===== config.mk =====
export PLATFORM = sky130hd
export DESIGN_NAME = svg_path_segment_normalizer
export DESIGN_NICKNAME = d
export VERILOG_FILES = /design/src/rtl/svgpn_pkg.sv /design/src/rtl/svg_path_segment_normalizer.sv /design/src/rtl/svgpn_core.sv
export SDC_FILE = /design/constraint.sdc
export NUM_CORES = 2
export LEC_CHECK = 0
export BUFFER_PORTS_ARGS = -buffer_cell sky130_fd_sc_hd__buf_2
export CAP_MARGIN = 20
export CORE_ASPECT_RATIO = 0.5
export CORE_MARGIN = 1.5
export CORE_UTILIZATION = 40
export DETAILED_ROUTE_END_ITERATION = 12
export GPL_ROUTABILITY_DRIVEN = 1
export HOLD_SLACK_MARGIN = 0.15
export REMOVE_ABC_BUFFERS = 1
export SYNTH_ARGS = -nofsm -noshare
export SYNTH_HDL_FRONTEND = slang
export SYNTH_SLANG_ARGS = --single-unit
export TNS_END_PERCENT = 10

===== constraint.sdc =====
create_clock -name i_clk -period 16.7 [get_ports i_clk]
set_clock_uncertainty 0.05 [all_clocks]
set_input_delay 5.01 -clock i_clk [delete_from_list [all_inputs] [get_ports i_clk]]
set_output_delay 5.01 -clock i_clk [all_outputs]
set_load 0.01 [all_outputs]

===== src/rtl/svgpn_pkg.sv =====
// svgpn_pkg: shared types and constants for the svg path segment normalizer
`default_nettype none

package svgpn_pkg;

    localparam int COORD_WIDTH_DEF = 32;
    localparam int FIELD_W         = 32;
    localparam int S_TDATA_W       = 200;
    localparam int S_TUSER_W       = 5;
    localparam int M_TDATA_W       = 200;
    localparam int M_TUSER_W       = 3;

    // indexes into the coordinate state vector
    localparam int NUM_PTS = 6;
    localparam int PT_CUR_X   = 0;
    localparam int PT_CUR_Y   = 1;
    localparam int PT_START_X = 2;
    localparam int PT_START_Y = 3;
    localparam int PT_CTRL_X  = 4;
    localparam int PT_CTRL_Y  = 5;

    typedef enum logic [3:0] {
        ACT_M = 4'd0,
        ACT_L = 4'd1,
        ACT_H = 4'd2,
        ACT_V = 4'd3,
        ACT_C = 4'd4,
        ACT_S = 4'd5,
        ACT_Q = 4'd6,
        ACT_T = 4'd7,
        ACT_A = 4'd8,
        ACT_Z = 4'd9
    } t_action;

    typedef enum logic [2:0] {
        SEG_MOVETO  = 3'd0,
        SEG_LINETO  = 3'd1,
        SEG_QUADTO  = 3'd2,
        SEG_CUBICTO = 3'd3,
        SEG_ARCTO   = 3'd4,
        SEG_CLOSE   = 3'd5
    } t_seg_kind;

    typedef struct packed {
        t_action                    action;
        logic                       relative;
        logic signed [FIELD_W-1:0]  arg0;
        logic signed [FIELD_W-1:0]  arg1;
        logic signed [FIELD_W-1:0]  arg2;
        logic signed [FIELD_W-1:0]  arg3;
        logic signed [FIELD_W-1:0]  end_x;
        logic signed [FIELD_W-1:0]  end_y;
        logic                       large_arc;
        logic                       sweep_dir;
    } t_cmd;

    typedef struct packed {
        t_seg_kind                  seg_kind;
        logic signed [FIELD_W-1:0]  p0x;
        logic signed [FIELD_W-1:0]  p0y;
        logic signed [FIELD_W-1:0]  p1x;
        logic signed [FIELD_W-1:0]  p1y;
        logic signed [FIELD_W-1:0]  px;
        logic signed [FIELD_W-1:0]  py;
        logic                       arc_large;
        logic                       arc_sweep;
    } t_seg;

    typedef struct packed {
        logic ctrl_valid;
        logic subpath_open;
    } t_flags;

endpackage

`default_nettype wire


===== src/rtl/svg_path_segment_normalizer.sv =====
// svg_path_segment_normalizer: top level, input register, path state and result register
// an accepted input transaction is held in the input register, then its segment goes into the result register
// throughput: one command per cycle unless the output stalls; the current point loop closes in core logic
// unknown actions (10 to 15) are dropped and give no output transaction
// reset (i_rst_n low, synchronous) clears the path state to zero and empties both stages
`default_nettype none

module svg_path_segment_normalizer #(
    parameter int COORD_WIDTH = svgpn_pkg::COORD_WIDTH_DEF
) (
    input  logic                             i_clk,
    input  logic                             i_rst_n,
    input  logic                             s_axis_tvalid,
    output logic                             s_axis_tready,
    // arg0, arg1, arg2, arg3, end_x, end_y (32 each), large_arc, sweep_dir, zero pad
    input  logic [svgpn_pkg::S_TDATA_W-1:0]  s_axis_tdata,
    // action (4), relative (1)
    input  logic [svgpn_pkg::S_TUSER_W-1:0]  s_axis_tuser,
    output logic                             m_axis_tvalid,
    input  logic                             m_axis_tready,
    // p0x, p0y, p1x, p1y, px, py (32 each), arc_large, arc_sweep, zero pad
    output logic [svgpn_pkg::M_TDATA_W-1:0]  m_axis_tdata,
    // seg_kind (3)
    output logic [svgpn_pkg::M_TUSER_W-1:0]  m_axis_tuser
);
    import svgpn_pkg::*;

    t_cmd                                  r_cmd, n_cmd;
    logic                                  r_cmd_valid;
    t_seg                                  r_seg;
    logic                                  r_out_valid;
    logic [NUM_PTS-1:0][COORD_WIDTH-1:0]   r_pts, n_pts;
    t_flags                                r_flags, n_flags;
    t_seg                                  n_seg;
    logic                                  n_known;
    logic                                  s1_adv;
    logic                                  in_acc;

    always_comb begin
        n_cmd.action    = t_action'(s_axis_tuser[3:0]);
        n_cmd.relative  = s_axis_tuser[4];
        n_cmd.arg0      = s_axis_tdata[31:0];
        n_cmd.arg1      = s_axis_tdata[63:32];
        n_cmd.arg2      = s_axis_tdata[95:64];
        n_cmd.arg3      = s_axis_tdata[127:96];
        n_cmd.end_x     = s_axis_tdata[159:128];
        n_cmd.end_y     = s_axis_tdata[191:160];
        n_cmd.large_arc = s_axis_tdata[192];
        n_cmd.sweep_dir = s_axis_tdata[193];
    end

    svgpn_core #(
        .COORD_WIDTH (COORD_WIDTH)
    ) u_core (
        .i_cmd   (r_cmd),
        .i_pts   (r_pts),
        .i_flags (r_flags),
        .o_pts   (n_pts),
        .o_flags (n_flags),
        .o_seg   (n_seg),
        .o_known (n_known)
    );

    assign s1_adv        = r_cmd_valid && (!r_out_valid || m_axis_tready);
    assign s_axis_tready = !r_cmd_valid || s1_adv;
    assign in_acc        = s_axis_tvalid && s_axis_tready;

    // control and path state
    always_ff @(posedge i_clk) begin
        if (!i_rst_n) begin
            r_cmd_valid <= 1'b0;
            r_out_valid <= 1'b0;
            r_pts       <= '0;
            r_flags     <= '0;
        end else begin
            if (in_acc) begin
                r_cmd_valid <= 1'b1;
            end else if (s1_adv) begin
                r_cmd_valid <= 1'b0;
            end
            if (s1_adv) begin
                r_out_valid <= n_known;
                if (n_known) begin
                    r_pts   <= n_pts;
                    r_flags <= n_flags;
                end
            end else if (m_axis_tready) begin
                r_out_valid <= 1'b0;
            end
        end
    end

    // payload registers
    always_ff @(posedge i_clk) begin
        if (in_acc) begin
            r_cmd <= n_cmd;
        end
        if (s1_adv) begin
            r_seg <= n_seg;
        end
    end

    assign m_axis_tvalid = r_out_valid;
    assign m_axis_tuser  = r_seg.seg_kind;
    assign m_axis_tdata  = {6'd0, r_seg.arc_sweep, r_seg.arc_large, r_seg.py, r_seg.px,
                            r_seg.p1y, r_seg.p1x, r_seg.p0y, r_seg.p0x};

    a_kind_range: assert property (@(posedge i_clk) disable iff (!i_rst_n)
        r_out_valid |-> (r_seg.seg_kind <= SEG_CLOSE))
        else $error("result transaction carries an undefined segment kind");

    a_close_clears: assert property (@(posedge i_clk) disable iff (!i_rst_n)
        (s1_adv && r_cmd.action == ACT_Z) |=> (!r_flags.subpath_open && !r_flags.ctrl_valid))
        else $error("close left subpath or control point marked valid");

    a_ready_when_empty: assert property (@(posedge i_clk) disable iff (!i_rst_n)
        !r_cmd_valid |-> s_axis_tready)
        else $error("input stage empty but not ready");

    a_drop_unknown: assert property (@(posedge i_clk) disable iff (!i_rst_n)
        (s1_adv && r_cmd.action > ACT_Z) |=> (!r_out_valid && $stable(r_pts)))
        else $error("unknown action produced a result or changed state");

endmodule

`default_nettype wire


===== src/rtl/svgpn_core.sv =====
// svgpn_core: per-command segment and next-state logic
`default_nettype none

module svgpn_core #(
    parameter int COORD_WIDTH = svgpn_pkg::COORD_WIDTH_DEF
) (
    input  svgpn_pkg::t_cmd                                  i_cmd,
    input  logic [svgpn_pkg::NUM_PTS-1:0][COORD_WIDTH-1:0]   i_pts,
    input  svgpn_pkg::t_flags                                i_flags,
    output logic [svgpn_pkg::NUM_PTS-1:0][COORD_WIDTH-1:0]   o_pts,
    output svgpn_pkg::t_flags                                o_flags,
    output svgpn_pkg::t_seg                                  o_seg,
    output logic                                             o_known
);
    import svgpn_pkg::*;

    logic signed [COORD_WIDTH-1:0] a0, a1, a2, a3, ex_in, ey_in;
    logic signed [COORD_WIDTH-1:0] cur_x, cur_y, ctrl_x, ctrl_y;
    logic signed [COORD_WIDTH-1:0] rx, ry;
    logic signed [COORD_WIDTH-1:0] ex, ey, c0x, c0y, c1x, c1y;
    logic                          rel;
    t_seg_kind                     kind;
    logic                          fl, fs;

    assign rel    = i_cmd.relative;
    assign a0     = COORD_WIDTH'(i_cmd.arg0);
    assign a1     = COORD_WIDTH'(i_cmd.arg1);
    assign a2     = COORD_WIDTH'(i_cmd.arg2);
    assign a3     = COORD_WIDTH'(i_cmd.arg3);
    assign ex_in  = COORD_WIDTH'(i_cmd.end_x);
    assign ey_in  = COORD_WIDTH'(i_cmd.end_y);
    assign cur_x  = i_pts[PT_CUR_X];
    assign cur_y  = i_pts[PT_CUR_Y];
    assign ctrl_x = i_pts[PT_CTRL_X];
    assign ctrl_y = i_pts[PT_CTRL_Y];

    // reflection of the last control point about the current point, or the current point when none is stored
    assign rx = i_flags.ctrl_valid ? ({cur_x[COORD_WIDTH-2:0], 1'b0} - ctrl_x) : cur_x;
    assign ry = i_flags.ctrl_valid ? ({cur_y[COORD_WIDTH-2:0], 1'b0} - ctrl_y) : cur_y;

    assign o_known = (i_cmd.action <= ACT_Z);

    always_comb begin
        o_pts   = i_pts;
        o_flags = i_flags;
        kind    = SEG_MOVETO;
        c0x     = '0;
        c0y     = '0;
        c1x     = '0;
        c1y     = '0;
        fl      = 1'b0;
        fs      = 1'b0;
        ex      = rel ? ex_in + cur_x : ex_in;
        ey      = rel ? ey_in + cur_y : ey_in;
        case (i_cmd.action)
            ACT_M: begin
                kind = SEG_MOVETO;
                o_flags.ctrl_valid = 1'b0;
                if (!i_flags.subpath_open) begin
                    o_pts[PT_START_X]    = ex;
                    o_pts[PT_START_Y]    = ey;
                    o_flags.subpath_open = 1'b1;
                end
            end
            ACT_L: begin
                kind = SEG_LINETO;
                o_flags.ctrl_valid = 1'b0;
            end
            ACT_H: begin
                kind = SEG_LINETO;
                ex   = rel ? a0 + cur_x : a0;
                ey   = cur_y;
                o_flags.ctrl_valid = 1'b0;
            end
            ACT_V: begin
                kind = SEG_LINETO;
                ex   = cur_x;
                ey   = rel ? a0 + cur_y : a0;
                o_flags.ctrl_valid = 1'b0;
            end
            ACT_C: begin
                kind = SEG_CUBICTO;
                c0x  = rel ? a0 + cur_x : a0;
                c0y  = rel ? a1 + cur_y : a1;
                c1x  = rel ? a2 + cur_x : a2;
                c1y  = rel ? a3 + cur_y : a3;
                o_pts[PT_CTRL_X]   = c1x;
                o_pts[PT_CTRL_Y]   = c1y;
                o_flags.ctrl_valid = 1'b1;
            end
            ACT_S: begin
                kind = SEG_CUBICTO;
                c0x  = rx;
                c0y  = ry;
                c1x  = rel ? a2 + cur_x : a2;
                c1y  = rel ? a3 + cur_y : a3;
                o_pts[PT_CTRL_X]   = c1x;
                o_pts[PT_CTRL_Y]   = c1y;
                o_flags.ctrl_valid = 1'b1;
            end
            ACT_Q: begin
                kind = SEG_QUADTO;
                c0x  = rel ? a0 + cur_x : a0;
                c0y  = rel ? a1 + cur_y : a1;
                o_pts[PT_CTRL_X]   = c0x;
                o_pts[PT_CTRL_Y]   = c0y;
                o_flags.ctrl_valid = 1'b1;
            end
            ACT_T: begin
                kind = SEG_QUADTO;
                c0x  = rx;
                c0y  = ry;
                o_pts[PT_CTRL_X]   = rx;
                o_pts[PT_CTRL_Y]   = ry;
                o_flags.ctrl_valid = 1'b1;
            end
            ACT_A: begin
                o_flags.ctrl_valid = 1'b0;
                if (a0 == '0 || a1 == '0) begin
                    kind = SEG_LINETO;
                end else begin
                    kind = SEG_ARCTO;
                    c0x  = a0;
                    c0y  = a1;
                    c1x  = a2;
                    fl   = i_cmd.large_arc;
                    fs   = i_cmd.sweep_dir;
                end
            end
            ACT_Z: begin
                kind = SEG_CLOSE;
                ex   = i_flags.subpath_open ? i_pts[PT_START_X] : cur_x;
                ey   = i_flags.subpath_open ? i_pts[PT_START_Y] : cur_y;
                o_flags.subpath_open = 1'b0;
                o_flags.ctrl_valid   = 1'b0;
            end
            default: begin
                kind = SEG_MOVETO;
                ex   = cur_x;
                ey   = cur_y;
            end
        endcase
        o_pts[PT_CUR_X] = ex;
        o_pts[PT_CUR_Y] = ey;
    end

    always_comb begin
        o_seg.seg_kind  = kind;
        o_seg.p0x       = FIELD_W'(c0x);
        o_seg.p0y       = FIELD_W'(c0y);
        o_seg.p1x       = FIELD_W'(c1x);
        o_seg.p1y       = FIELD_W'(c1y);
        o_seg.px        = FIELD_W'(ex);
        o_seg.py        = FIELD_W'(ey);
        o_seg.arc_large = fl;
        o_seg.arc_sweep = fs;
    end

endmodule

`default_nettype wire


# Word-level counts from Yosys, hierarchy flattened
# Index checks and enable logic that the tools add are counted.
# W data, S select, Z words.
classes:
  addsub: 9
  n_lt_le_gt_ge: 1
  n_eq_ne: 9
  mux: 28
  n_bitwise: 2
  n_reduce_logical: 29
op_table:
  columns: ["operator", "n"]
  rows:
  - ["$mux W32", 14]
  - ["$pmux W32 S3", 4]
  - ["$add A32 B32 Y32", 7]
  - ["$pmux W64 S3", 1]
  - ["$logic_not A32 Y1", 2]
  - ["$pmux W32 S2", 1]
  - ["$sub A32 B32 Y32", 2]
  - ["$eq A4 B3 Y1 const B", 4]
  - ["$pmux W3 S5", 1]
  - ["$reduce_or A2 Y1", 5]
  - ["$reduce_and A3 Y1", 3]
  - ["$eq A4 B2 Y1 const B", 2]
  - ["$eq A4 B4 Y1 const B", 2]
  - ["$reduce_bool A2 Y1", 4]
  - ["$reduce_or A7 Y1", 1]
  - ["$reduce_or A6 Y1", 1]
  - ["$eq A4 B1 Y1 const B", 1]
  - ["$le A4 B4 Y1 const B", 1]
  - ["$logic_not A4 Y1", 1]
  - ["$mux W1", 4]
  - ["$pmux W1 S2", 2]
  - ["$reduce_and A4 Y1", 1]
  - ["$reduce_or A4 Y1", 1]
  - ["$logic_or A1 B1 Y1", 3]
  - ["other kinds (7)", 10]
totals:
  ff_bits: 592
  in_bits: 209
  wordCells: 107

# Logic depth before layout (Yosys ltp)
depth:
  depth_word: 6
  depth_mapped: 13

# Modules after synthesis
# From an unflattened synthesis, not the netlist that was laid out.
hier_totals:
  cells_unflattened: 4824
  hier_area_um2: 43274.0
modules_own_cells:
  columns: ["mod", "instances", "cells_each", "area_each_um2", "seq_area_each_um2"]
  rows:
  - ["svgpn_core", 1, 3569, 23570.1, 0.0]
  - ["svg_path_segment_normalizer", 1, 1255, 19703.9, 15815.2]

# Worst setup path before layout
# No wires, ideal clock.
synth_path:
  kind: "input to register"
  from: "input port m_axis_tready"
  to: "register r_pts[141] (netlist bit)"
  setup_time_ps: 61
  t_arrival_ps: 10548
  t_required_ps: 16589
  setup_slack_ps: 6041
  path_stages: 6
  path_cell_list: "nand2b_1 > nand2_1 > inv_1 > nand2_1 > nor3_1 > a221o_1"
synth_between:
  elab_chain_cells: 3
synth_lines:
  columns: ["item", "line_no", "rtl"]
  rows:
  - ["start, declared", "svg_path_segment_normalizer.sv:20", "input logic m_axis_tready,"]
  - ["$logic_or A1 B1 Y1", "svg_path_segment_normalizer.sv:64", "assign s1_adv = r_cmd_valid && (!r_out_valid || m_axis_tready);"]
  - ["$logic_and A1 B1 Y1", "svg_path_segment_normalizer.sv:64", null]
  - ["net s1_adv", "svg_path_segment_normalizer.sv:36", "logic s1_adv;"]
  - ["$reduce_and A3 Y1 (no line)", null, null]
  - ["end signal, assigned", "svg_path_segment_normalizer.sv:84", "r_pts <= n_pts;"]
  - ["end, declared", "svg_path_segment_normalizer.sv:32", "logic [NUM_PTS-1:0][COORD_WIDTH-1:0] r_pts, n_pts;"]
# The timed path passes the listed nets, and every way through them passes these cells.
# A chain may end at the register's enable or synchronous reset.

# Worst setup path in the final report
layout_path:
  from: "input port m_axis_tready"
  to: "output port s_axis_tready"
layout_between:
  elab_chain_cells: 3
layout_lines:
  columns: ["item", "line_no", "rtl"]
  rows:
  - ["$logic_or A1 B1 Y1", "svg_path_segment_normalizer.sv:64", null]
  - ["$logic_and A1 B1 Y1", "svg_path_segment_normalizer.sv:64", null]
  - ["$logic_or A1 B1 Y1", "svg_path_segment_normalizer.sv:65", "assign s_axis_tready = !r_cmd_valid || s1_adv;"]
  - ["end, declared", "svg_path_segment_normalizer.sv:14", "output logic s_axis_tready,"]
# Every way passes these cells.

==> results.toml <==
[layout]
final_nets = 5210
syn_to_final_growth_pct = 13.0
layout_common_cells = "425 x a21oi_1, 401 x buf_2, 396 x edfxtp_1, 384 x nor2_1, 329 x nand2_1"
fillerInstances = 9559
drive_gt1_share_pct = 14.4
multi_input_area_mm2 = 0.0237
final-seq-area_mm2 = 0.0158
final_common_cell = "a21oi_1"
final_area_mm2 = 0.0461

[logic_synthesis]
synth_top_area_cell = "edfxtp_1"
ys_ff_latch = 592
ys_top_cells_by_area = "edfxtp_1 29%, dfxtp_1 9.6%, ha_1 8.5%, a21oi_1 5.2%, mux2i_1 3.9%"
synth_top_area_share_pct = 29.1
postSynth.asyncResetShare_pct = 0
ys_seq_area_share_pct = 38.7
synth_warnings = 0
synth_edf_count = 396
syn-cell-area_mm2 = 0.0408
synthFlopType = "edfxtp_1"
netlist_instances = 4425
synth.avg_cell_area_um2 = 9.23
synthDistinctLibCells = 92

[critical_path]
worst_ep_arrival_time_ns = 5.46
path_class = "in2out"
cp-end-kind = "output pin"
cp_common_cell = "buf_2"
startpoint_type = "input port"
max_stage_delay_ns = 0.18
path_cells = "buf_2, nand3b_1, buf_2"
slowest_stage = "nand3b_1"
cp_max_fo = 3
worstPathRequired_ns = 11.64

[run_status]
status = "finished, final reports clean"

[global_route]
grt.total_usage_pct = 29.4
gr-total-overflow = 0
grt_pass1_vias = 35700
antenna_found_initial = 5
grt_pass1_wl_mm = 230
grt_max_degree = 87

[drt]
vias_per_cell = 6.20
drc = 0
avgRoutedWirePerCell_um = 26.0
antenna_left = 0
dr.pass1.iters = 6
drtIter0Drc = 4484
routed_wl_mm = 159
vias = 37900

[sta]
rsz0062_at_grt = "false"
tightest_slew_ns = 1.18
max_freq_mhz = 95.0
slew_viol_final = 0
hold_viol_final = 0
min_period_ns = 10.52
max-slew-margin-rel_pct = 21.1
fin_setup_tns_ns = 0
final.setup.worst_slack_ns = 6.18
finalCritPeriodShare_pct = 63.0
whs_ns = 0.401
finalSetupViolCount = 0

[clocking]
htreeDepth = 2
worstSkewPairLatency_ns = 0.68
cts_max_path_buffers = 3
clkTransAtPathRegs_ns = 0.08
cts.sinks = 592
cts_resized = 0
hold_buffers = 0
cts_tree = "built"
cts_root_buf = "clkbuf_16"
post_cts_buffers = 0
cts_made_buffers = 56

[placed_design]
dpl-instance-area_mm2 = 0.0442
post-place-ws_ns = 6.19
place_congestion = 0.948
hpwl_mm = 117
portBuffers = 401

[floorplanning]
die_x_um = 455
initial_core_util_pct = 40.6
core_mm2 = 0.101
io_pins = 414
row_count = 82
dieHeight_um = 229
dieArea_mm2 = 0.104

[power_and_ir_drop]
leakage_nw = 19.0
ir_worst_vdd_mv = 0.0809
p_per_area_mw_per_mm2 = 89.0
p_total_mw = 4.11

[hold_path]
hold_path.class = "reg2reg"

[job]
maxCapViolCount = 0
## worst max-delay path, delay by kind of cell
family | cells | cell delay (ns)
AND/OR/NAND/NOR | 1 | 0.18
buffers and inverters | 2 | 0.26
## cells by family after synthesis
group | count (synthesis) | share of synthesized area [%]
AO/OA/AOI/OAI | 1573 | 25.9
XOR/XNOR | 233 | 5.00
adder cells (fa/ha/maj) | 286 | 8.93
buffers and inverters | 381 | 3.56
flip-flops | 592 | 38.7
multiplexers | 191 | 4.79
other | 1 | 0.00919
AND/OR/NAND/NOR | 1168 | 13.1
## per-layer routing
metal  vias up  part of all wire (%)  global-route usage, %
li1      17400                     -                      -
met5         -                 0.029                      0
met1     18400                    42                   40.8
met2      1815                    43                   44.4
met4         6                   3.5                   10.4
met3       294                    11                   7.07
## stage by stage
| step | util, % | cells |
|---|---|---|
| global placement | 43.9 | 5997 |
| finish | 45.8 | 6109 |
| CTS | 45.8 | 6105 |
| floorplan | - | 4191 |
| global route | 45.8 | 6107 |
| detailed placement | 43.9 | 5999 |
## report_power, final
part	switching (mW)	total [mW]	internal [mW]	leakage [nW]
Sequential	0.0853	1.73	1.64	5.45
Combinational	0.637	1.01	0.374	12.6
Clock	0.647	1.37	0.719	0.909
## registers in the layout, indices dropped and copies added (netlist names)
signal         count
m_axis_tuser       3
r_cmd            199
r_flags            2
m_axis_tvalid      1
m_axis_tdata     194
r_cmd_valid        1
r_pts            192
## path summary, 6_finish.rpt
path              cells after the start                         end  slack (ns)               startpoint
setup reg to reg                      7  m_axis_tdata[57]$_DFFE_PP_       12.05     r_cmd[195]$_DFFE_PP_
hold / removal                        2     r_pts[139]$_SDFFE_PN0P_        0.40  r_pts[139]$_SDFFE_PN0P_
hold reg to reg                       2     r_pts[139]$_SDFFE_PN0P_        0.40  r_pts[139]$_SDFFE_PN0P_
setup / recovery                      3               s_axis_tready        6.18            m_axis_tready
## cell usage after synthesis, types with 34 or more instances
| cell type | number |
|---|---|
| nand2b_1 | 35 |
| o21a_1 | 66 |
| edfxtp_1 | 396 |
| nor3_1 | 78 |
| a211oi_1 | 120 |
| dfxtp_1 | 196 |
| o221a_2 | 34 |
| nand2_1 | 331 |
| a21o_1 | 164 |
| a21oi_1 | 426 |
| a31oi_1 | 53 |
| inv_1 | 138 |
| o21bai_1 | 38 |
| clkbuf_1 | 193 |
| xor2_1 | 79 |
| xnor2_1 | 154 |
| nor2b_1 | 62 |
| mux2i_1 | 160 |
| o21ai_0 | 247 |
| nand3_1 | 78 |
| ha_1 | 277 |
| nand4_1 | 38 |
| nor2_1 | 391 |
| o211ai_1 | 39 |
| and3_1 | 35 |
| buf_1 | 38 |
## area by class of cell
class | count | share of cell area [%]
multi-input combinational | 3457 | 51.3
antenna | 2 | 0.0108
timing repair buffer | 466 | 5.49
clock buffer | 70 | 3.38
sequential | 592 | 34.3
clock inverter | 36 | 0.705
tap | 1344 | 3.65
inverter | 142 | 1.18
Note: power is estimated with default switching activity, not from simulation.
